$ cat src/hw/rtl/rrp_pkg.sv
// read row packer package: sizes, constants and the transfer structs
// used by rrp_front, rrp_back and read_row_packer_core; no dependencies
package rrp_pkg;

    localparam int NUM_REFS = 16;
    localparam int MAX_ROWS = 1024;
    localparam int REF_W    = 4;
    localparam int ROW_W    = $clog2(MAX_ROWS);
    localparam int CNT_W    = ROW_W + 1;
    localparam int POS_W    = 31;
    localparam int END_W    = 32;
    localparam int ADDR_W   = REF_W + ROW_W;

    localparam logic [POS_W-1:0] COL_DIST_RESET = POS_W'(100000);

    typedef struct packed {
        logic             mapped;
        logic [3:0]       reference_id;
        logic [POS_W-1:0] start_position;
        logic [POS_W-1:0] read_length;
    } rrp_in_t;

    typedef struct packed {
        logic [9:0]       packed_row;
        logic [END_W-1:0] end_position;
        logic [END_W-1:0] max_end;
        logic [POS_W-1:0] max_length;
        logic             overflow;
    } rrp_out_t;

    typedef struct packed {
        logic [REF_W-1:0] ref_id;
        logic [POS_W-1:0] start_pos;
        logic [POS_W-1:0] read_len;
        logic [END_W-1:0] end_pos;
    } rrp_job_t;

endpackage

$ cat src/hw/rtl/rrp_front.sv
// front end: accepts reads, drops unmapped ones, forms the end position
// and holds jobs in a two-entry queue; depends on rrp_pkg
module rrp_front (
    input  logic              clk,
    input  logic              rst_n,
    input  logic              in_valid,
    output logic              in_stall,
    input  rrp_pkg::rrp_in_t  in_data,
    output logic              job_valid,
    input  logic              job_pop,
    output rrp_pkg::rrp_job_t job
);

    rrp_pkg::rrp_job_t q_mem [2];
    rrp_pkg::rrp_job_t new_job;
    logic              wr_ptr_reg;
    logic              rd_ptr_reg;
    logic [1:0]        count_reg;
    logic              accept;
    logic              push;
    logic              pop;

    assign in_stall  = (count_reg == 2'd2);
    assign accept    = in_valid && !in_stall;
    assign push      = accept && in_data.mapped
                       && (32'(in_data.reference_id) < 32'(rrp_pkg::NUM_REFS));
    assign pop       = job_pop && (count_reg != 2'd0);
    assign job_valid = (count_reg != 2'd0);
    assign job       = q_mem[rd_ptr_reg];

    always_comb
    begin
        new_job.ref_id    = rrp_pkg::REF_W'(in_data.reference_id);
        new_job.start_pos = in_data.start_position;
        new_job.read_len  = in_data.read_length;
        new_job.end_pos   = {1'b0, in_data.start_position} + {1'b0, in_data.read_length};
    end

    always_ff @(posedge clk)
    begin
        if (push)
        begin
            q_mem[wr_ptr_reg] <= new_job;
        end
    end

    always_ff @(posedge clk or negedge rst_n)
    begin
        if (!rst_n)
        begin
            wr_ptr_reg <= 1'b0;
            rd_ptr_reg <= 1'b0;
            count_reg  <= 2'd0;
        end
        else
        begin
            if (push)
            begin
                wr_ptr_reg <= !wr_ptr_reg;
            end
            if (pop)
            begin
                rd_ptr_reg <= !rd_ptr_reg;
            end
            if (push && !pop)
            begin
                count_reg <= count_reg + 2'd1;
            end
            else if (pop && !push)
            begin
                count_reg <= count_reg - 2'd1;
            end
        end
    end

endmodule

$ cat config.mk
export PLATFORM = sky130hd
export DESIGN_NAME = rrp_front
export DESIGN_NICKNAME = d
export VERILOG_FILES = /design/src/hw/rtl/rrp_pkg.sv /design/src/hw/rtl/rrp_front.sv
export SDC_FILE = /design/constraint.sdc
export NUM_CORES = 1
export LEC_CHECK = 0
export BUFFER_PORTS_ARGS = -buffer_cell sky130_fd_sc_hd__buf_2
export CAP_MARGIN = 20
export CORE_MARGIN = 1.5
export CORE_UTILIZATION = 55
export CTS_CLUSTER_DIAMETER = 100
export DETAILED_ROUTE_END_ITERATION = 10
export GPL_ROUTABILITY_DRIVEN = 0
export PLACE_DENSITY = 0.79
export SYNTH_ARGS = -nofsm -noshare
export SYNTH_HDL_FRONTEND = slang
export SYNTH_SLANG_ARGS = --single-unit
$ cat constraint.sdc
create_clock -name clk -period 9.1 [get_ports clk]
set_input_delay 0.455 -clock clk [delete_from_list [all_inputs] [get_ports clk]]
set_output_delay 0.455 -clock clk [all_outputs]
set_load 0.1 [all_outputs]
### After elaboration in Yosys (flattened, before gate mapping)

Memory sizes are Yosys's and may differ from the RTL's.
Cells that the tools add are included.

| storage, ports and cells | value |
|---|---|
| register bits after elaboration | 4 |
| memory bits (writable) | 196 |
| output and inout bits | 100 |
| word-level logic and storage cells | 24 |
| memories kept | 1 |

Memory list:

| memory | words | width | rd ports | clocked after Yosys merged registers in | write ports | line | source |
|---|---|---|---|---|---|---|---|
| q_mem | 2 | 98 | 1 | 0 | 1 | rrp_front.sv:14 | `rrp_pkg::rrp_job_t q_mem [2];` |

| cells by class | value |
|---|---|
| add/subtract/negate cells | 3 |
| eq/ne operators | 1 |
| mux-type cells | 4 |
| reductions and logical operators | 12 |

Operator list:

| operator | count |
|---|---|
| adder 31 x 31 -> 32 bit | 1 |
| logical AND 1 bit | 5 |
| logical NOT 1 bit | 5 |
| two-way mux 2 bit | 2 |
| nonzero test 2 bit | 2 |
| adder 2 x 1 -> 2 bit (second input constant) | 1 |
| == test 2 bit (second input constant) | 1 |
| two-way mux 1 bit | 2 |
| subtractor 2 x 1 -> 2 bit (second input constant) | 1 |

### Depth between registers and ports, before layout

Gate-level depths: netlist of run 1.

| logic depth | value |
|---|---|
| word-level depth | 8 |
| depth in mapped cells | 8 |

### Worst setup path after synthesis of run 1

Ideal clock, no wire load.

| path | value |
|---|---|
| path kind | reg-to-reg |
| from | reg count_reg[1] |
| to | mem q_mem[0][0] (netlist name), enable pin |
| data arrival time | 7.671 ns |
| path slack | 0.754 ns |
| stages on the path, launching flop included | 3 |
| path buffers | 0 |
| cells stage by stage | dfrtp_1 -> nor2b_1 -> nor3_1 |

| between the ends | value |
|---|---|
| cells in the longest elaborated chain, start to end | 6 |

RTL lines:

| item | line | source |
|---|---|---|
| start: declaration | rrp_front.sv:18 | `logic [1:0] count_reg;` |
| start signal: assignment | rrp_front.sv:67 | `count_reg <= count_reg + 2'd1;` |
| start signal: assignment | rrp_front.sv:71 | `count_reg <= count_reg - 2'd1;` |
| == test 2 bit | rrp_front.sv:23 | `assign in_stall = (count_reg == 2'd2);` |
| net in_stall | rrp_front.sv:7 | `output logic in_stall,` |
| logical NOT 1 bit | rrp_front.sv:24 | `assign accept = in_valid && !in_stall;` |
| logical AND 1 bit | rrp_front.sv:24 |  |
| logical AND 1 bit | rrp_front.sv:25 | `assign push = accept && in_data.mapped` |
| two-way mux 1 bit | rrp_front.sv:41 | `if (push)` |
| two-way mux 1 bit (not written as such) | rrp_front.sv:43 | `q_mem[wr_ptr_reg] <= new_job;` |
| end: declaration | rrp_front.sv:14 |  |

The timed path passes the listed nets, and every way through them passes these cells.

==> results of run 1 <==
Yosys cell counts (all sizes together) (9+ instances only):
library cell    n
a21o           15
a21oi          28
clkbuf         20
edfxtp        196
ha             32
mux2           98
nand2          28
nand3           9
nor2           22
nor3           16
o21ai          13
xnor2          18
xor2           11
worst max-delay path: stages (launching register included):
cell,delay [ns]
dfrtp_4,0.73
buf_4,0.76
mux2_2,0.32
buf_2,0.42
area by class of cell:
cell class                      count  area share
Clock inverter                     13      0.0163
Sequential cell                   200       0.554
Timing Repair Buffer              176      0.0828
Inverter                            6     0.00208
Clock buffer                       19      0.0400
Multi-Input combinational cell    367       0.280
Tap cell                          216      0.0250
metrics by stage:
| step | util | worst slack [ns] | cell area, sq um |
|---|---|---|---|
| final | 0.674 | 5.89 | 10800 |
| after global routing | 0.674 | 5.77 | 10800 |
| after CTS | 0.673 | 5.90 | 10800 |
| after detailed placement | 0.635 | 5.96 | 10200 |
| after global placement | 0.635 | 5.97 | 10200 |
| after floorplan | - | 0.754 | 9150 |
metal layers:
layer | global-route usage | vias to the layer above | routed length, um
met5 | 0 | - | 0
met4 | 0.0796 | 0 | 248
met3 | 0.0423 | 19 | 993
met2 | 0.368 | 181 | 9490
met1 | 0.285 | 2787 | 7920
li1 | - | 2683 | -
final timing paths:
kind                         startpoint      endpoint  slack [ns]
max                          rd_ptr_reg       job[48]        5.89
min                         in_data[65]  q_mem[0][97]        0.22
max reg2reg                count_reg[1]  q_mem[1][24]        6.54
min reg2reg                count_reg[1]  count_reg[1]        0.48
max in group asynchronous         rst_n    rd_ptr_reg        8.62
min in group asynchronous         rst_n    rd_ptr_reg        0.35
logic make-up (layout without fill, tap and decap cells):
family,Yosys count,in the layout,synth area share
and+or+nand+nor,106,106,0.0576
buffers and inverters,31,214,0.0149
AOI/OAI and AO/OA,101,101,0.0785
muxes,98,98,0.121
adders and majority gates,33,33,0.0460
xor gates and xnor gates,29,29,0.0278
DFF,200,200,0.655
==> results.tsv, run 1 <==
stage	metric	value	unit
floorplan	Die W	132	um
clocking	CTS Hold Bufs	1	
clocking	total clock sinks	200	
sta	fin crit share	0.352	
sta	Worst Clk Skew	0.00757	ns
worst_setup_path	Reg2Reg Depth	4	
floorplan	Die Footprint	17400	sq um
floorplan	Initial Utilization	0.570	
worst_setup_path	critical path endpoint category	primary output	
synth	syn_nets	702	
synth	Post-synth EDFFs	196	
place	IO Port Bufs	170	
finish	# fillers	1179	
sta	worst-margin pin slew	1.02	ns
floorplan	I/O Pins	171	
clocking	Inserted Clock Buffers	17	
sta	Slew Limit Fails	0	
sta	Fin Setup TNS	0	ns
routing	final WL	18700	um
clocking	CTS clock-pin slew for the worst setup and hold paths	0.07	ns
clocking	CTS tree	built	
hold_path	hold crit path type	input pin to flop	
synth	Avg Synthesized Cell Area	15.3	sq um
routing	Iteration-0 DRC Markers	294	
global_routing	GRT Util Overall	0.219	
synth	mapped cell area	9150	sq um
finish	n_diodes	0	
clocking	Worst-Skew Late Latency	0.43	ns
synth	flops & latches, synth	200	
global_routing	first-pass GRT wire length	29700	um
worst_setup_path	WP data arrival	2.75	ns
sta	fin crit period	3.21	ns
synth	Gate Count Post-Synth	598	
clocking	post-CTS setup buffer count	0	
sta	Fin. Hold Viols	0	
synth	Synth area leader	edfxtp_1	
global_routing	initial antenna violation count	0	
worst_setup_path	Max Fanout on Critical Path	67	
finish	Nets	872	
floorplan	Core Area	16100	sq um
clocking	H-tree levels	4	
finish	most frequent cells in the layout	edfxtp_1 (196), buf_2 (170), mux2_2 (98), ha_1 (32)	
job	Max Cap Violations	0	
clocking	post-cts resize count	0	
sta	slew margin rel.	0.319	
routing	total number of vias	5670	
worst_setup_path	CP Class	flop to primary output	
finish	multi-input logic area	3030	sq um
place	dpl hpwl	12900	um
finish	FF/Latch Area	5990	sq um
routing	drt drc	0	
routing	Detailed Routing Iterations Pass 1	5	
routing	Wirelength per Cell	18.7	um
synth	synth unique cells	58	
synth	Synth top area share	0.644	
routing	Final ANT Viol Nets	0	
place	Placed Cells	963	
synth	dominant cells by area after synthesis	edfxtp_1 (64%), mux2_2 (12%), ha_1 (4.4%), xnor2_1 (1.7%), a21oi_1 (1.5%)	
floorplan	Die H	132	um
global_routing	Congestion Overflow GR	0	
sta	Setup Viol. Count Final	0	
finish	most common cell after layout, fill and taps aside	edfxtp_1	
clocking	Clock Tree Root	clkbuf_16	
routing	Via-to-Cell Ratio	5.69	
finish	share of cells above drive strength 1	0.407	
sta	unrepaired setup endpoints after global routing	false	
synth	register area share after synthesis	0.655	
global_routing	largest net degree at the start of global routing	75	
hold_path	hold depth	1	
finish	max FFs per register	196	
sta	hold slack	0.222	ns
worst_setup_path	crit path launch type	flop	
global_routing	number of global-route vias before repair	5888	
synth	top_reg_cell synth	edfxtp_1	
clocking	CTS Buffer Depth	2	
finish	Area Overhead vs Synth	18.3	%
floorplan	Cell Rows	46	
worst_setup_path	Required @ worst endpoint	8.65	ns
synth	Yosys warning total	0	
synth	FFs w/ async S/R, synth	0.0200	
sta	fmax	312	MHz
status	outcome	finished clean	
finish	non-filler cells, final	997	
Power of run 1 is not shown: default switching activity piles up to over one toggle a cycle in this logic, so the estimate is an artifact.
==> run 2: changes to the inputs <==
Settings changed: ABC_AREA set to 1.
Clock period 9.1 ns to 3.1 ns, I/O delays scaled along.
==> results.tsv, run 2 <==
stage	metric	value	unit	change
finish	most frequent cells in the layout	nand2_1 (505), edfxtp_1 (196), buf_2 (170), inv_1 (107), dlygate4sd3_1 (67)		
floorplan	Die W	135	um	+2.2%
routing	Wirelength per Cell	14.3	um	-24%
floorplan	Die Footprint	18200	sq um	+4.4%
routing	Final ANT Viol Nets	0		unchanged
worst_setup_path	WP data arrival	2.18	ns	-0.57 ns
sta	fmax	428	MHz	
sta	Slew Limit Fails	0		unchanged
clocking	total clock sinks	200		unchanged
finish	n_diodes	0		unchanged
sta	worst-margin pin slew	0.589	ns	-0.433 ns
global_routing	met1 usage	0.312		+0.0277
sta	slew margin rel.	0.607		+0.289
global_routing	initial antenna violation count	0		unchanged
clocking	H-tree levels	4		unchanged
synth	top_reg_cell synth	edfxtp_1		
synth	synth unique cells	25		-57%
job	Max Cap Violations	0		unchanged
worst_setup_path	worst path bufs/invs	3		+1
worst_setup_path	largest stage delay on the critical path	0.50	ns	-0.26 ns
finish	share of cells above drive strength 1	0.177		-0.230
synth	Avg Synthesized Cell Area	9.50	sq um	-38%
finish	# fillers	1303		+11%
floorplan	Initial Utilization	0.558		-0.0112
worst_setup_path	critical path cell sequence	clkinv_2 > buf_4 > nand2_1 > nand2_1 > buf_2		
routing	Iteration-0 DRC Markers	645		+120%
global_routing	GR Util met3	0.0541		+0.0118
global_routing	largest net degree at the start of global routing	99		+32%
global_routing	first-pass GRT wire length	33700	um	+13%
floorplan	Cell Rows	48		+4.3%
worst_setup_path	CP delay by family, top	buffers and inverters		
synth	Synth area leader	edfxtp_1		
hold_path	hold crit path type	input pin to flop		
global_routing	grt met2 use	0.400		+0.0315
sta	Setup Viol. Count Final	0		unchanged
global_routing	Congestion Overflow GR	0		unchanged
synth	Gate Count Post-Synth	1006		+68%
routing	Via-to-Cell Ratio	4.99		-12%
routing	drt drc	0		unchanged
synth	register area share after synthesis	0.626		-0.0281
sta	Fin Setup TNS	0	ns	unchanged
worst_setup_path	Slowest cell on crit path	dfrtp_4		
worst_setup_path	most frequent CP cell	nand2_1		
clocking	CTS tree	built		
sta	hold slack	0.0257	ns	-0.197 ns
worst_setup_path	crit path launch type	flop		
place	dpl hpwl	14000	um	+8.7%
synth	Synth top area share	0.616		-0.0276
clocking	Worst-Skew Late Latency	0.43	ns	about the same
worst_setup_path	Required @ worst endpoint	2.94	ns	-5.71 ns
synth	synth cell count leaders	nand2_1 (505), edfxtp_1 (196), inv_1 (107), nor2_1 (42), ha_1 (32)		
finish	non-filler cells, final	1485		+49%
synth	FFs w/ async S/R, synth	0.0200		unchanged
sta	fin crit period	2.34	ns	
floorplan	Die H	135	um	+2.2%
synth	Yosys warning total	0		unchanged
sta	Fin. Hold Viols	0		unchanged
clocking	CTS Buffer Depth	2		unchanged
floorplan	Core Area	17100	sq um	+6.6%
place	Placed Cells	1387		+44%
sta	fin crit share	0.754		
clocking	Clock Tree Root	clkbuf_16		
synth	most frequent cell after synthesis	nand2_1		
synth	mapped cell area	9560	sq um	+4.5%
finish	max FFs per register	196		unchanged
place	IO Port Bufs	170		unchanged
worst_setup_path	CP Class	flop to primary output		
routing	Detailed Routing Iterations Pass 1	6		+1
global_routing	number of global-route vias before repair	7054		+20%
synth	flops & latches, synth	200		unchanged
synth	dominant cells by area after synthesis	edfxtp_1 (62%), nand2_1 (20%), inv_1 (4.2%), ha_1 (4.2%), nor2_1 (1.6%)		
worst_setup_path	Max Fanout on Critical Path	22		-67%
synth	syn_nets	1110		+58%
global_routing	Most Crowded Layer GR	met2		
finish	most common cell after layout, fill and taps aside	nand2_1		
synth	Post-synth EDFFs	196		unchanged
global_routing	GRT Util Overall	0.241		+0.0218
routing	total number of vias	7407		+31%
finish	Nets	1352		+55%
sta	unrepaired setup endpoints after global routing	false		
routing	final WL	21200	um	+14%
floorplan	I/O Pins	171		unchanged
worst_setup_path	critical path endpoint category	primary output		
finish	Area Overhead vs Synth	24.5	%	
status	outcome	finished clean		
clocking	CTS clock-pin slew for the worst setup and hold paths	0.06	ns	about the same
sta	Worst Clk Skew	0.00750	ns	-0.0000747 ns
clocking	Inserted Clock Buffers	17		unchanged
-- run 2: cell count changes in the layout (fill, tap and decap cells not counted), sizes merged, moves of 17 or more --
cell / change
nand2: +487
xnor2: -17
inv: +101
mux2: -98
dlygate4sd3: +66
nor2: +22
nand3: +17
-- run 2: worst register-to-register path: cells and delay by family (launching register included) --
| kind | cells | cell delay (ns) |
|---|---|---|
| buffers and inverters | 3 | 0.67 |
| DFF | 1 | 0.36 |
| and+or+nand+nor | 3 | 0.35 |
-- run 2: cell families after synthesis --
group / after synthesis / synth area share
simple gates: 597 / 0.245
compound gates: 28 / 0.0158
flops: 200 / 0.626
fa+ha+maj: 33 / 0.0440
xor+xnor: 18 / 0.0165
buf+inv: 130 / 0.0519
-- run 2: stage by stage --
step	area, sq um	util	setup WS (ns)
finish	11900	0.695	0.764
global route	11900	0.695	0.674
CTS	11900	0.695	0.796
detailed placement	10700	0.627	1.02
global placement	10700	0.627	1.08
floorplan	9570	-	0.187
-- run 2: final timing paths --
check	from	end	slack, ns	cells after the start
max in group asynchronous	rst_n	rd_ptr_reg	2.90	2
min in group asynchronous	rst_n	count_reg[1]	0.07	2
worst max register to register	count_reg[1]	q_mem[0][53]	1.25	6
worst max-delay path	rd_ptr_reg	job[37]	0.76	5
worst min-delay path	job_pop	rd_ptr_reg	0.03	3
worst min register to register	count_reg[0]	count_reg[0]	0.53	1
-- run 2: repair_timing --
action	CTS	global route
resized for setup	0	0
endpoints found under the hold margin	136	0
hold buffers	67	0
setup buffers	0	0
-- run 2: final cells by class --
type / instances / area [sq um] / area share
clock buffer: 22 / 444 / 0.0373
clock inverter: 9 / 52.6 / 0.00442
inverter: 109 / 410 / 0.0345
multi-input combinational: 676 / 3090 / 0.260
sequential: 200 / 5990 / 0.504
tap: 225 / 282 / 0.0237
timing repair buffer: 244 / 1620 / 0.137
-- run 2: routing by layer --
layer,wire [um],vias up
met2,10300,245
met4,395,0
met5,0,-
met3,1180,34
li1,-,3703
met1,9370,3425
Power of run 2 is left out for the same reason.
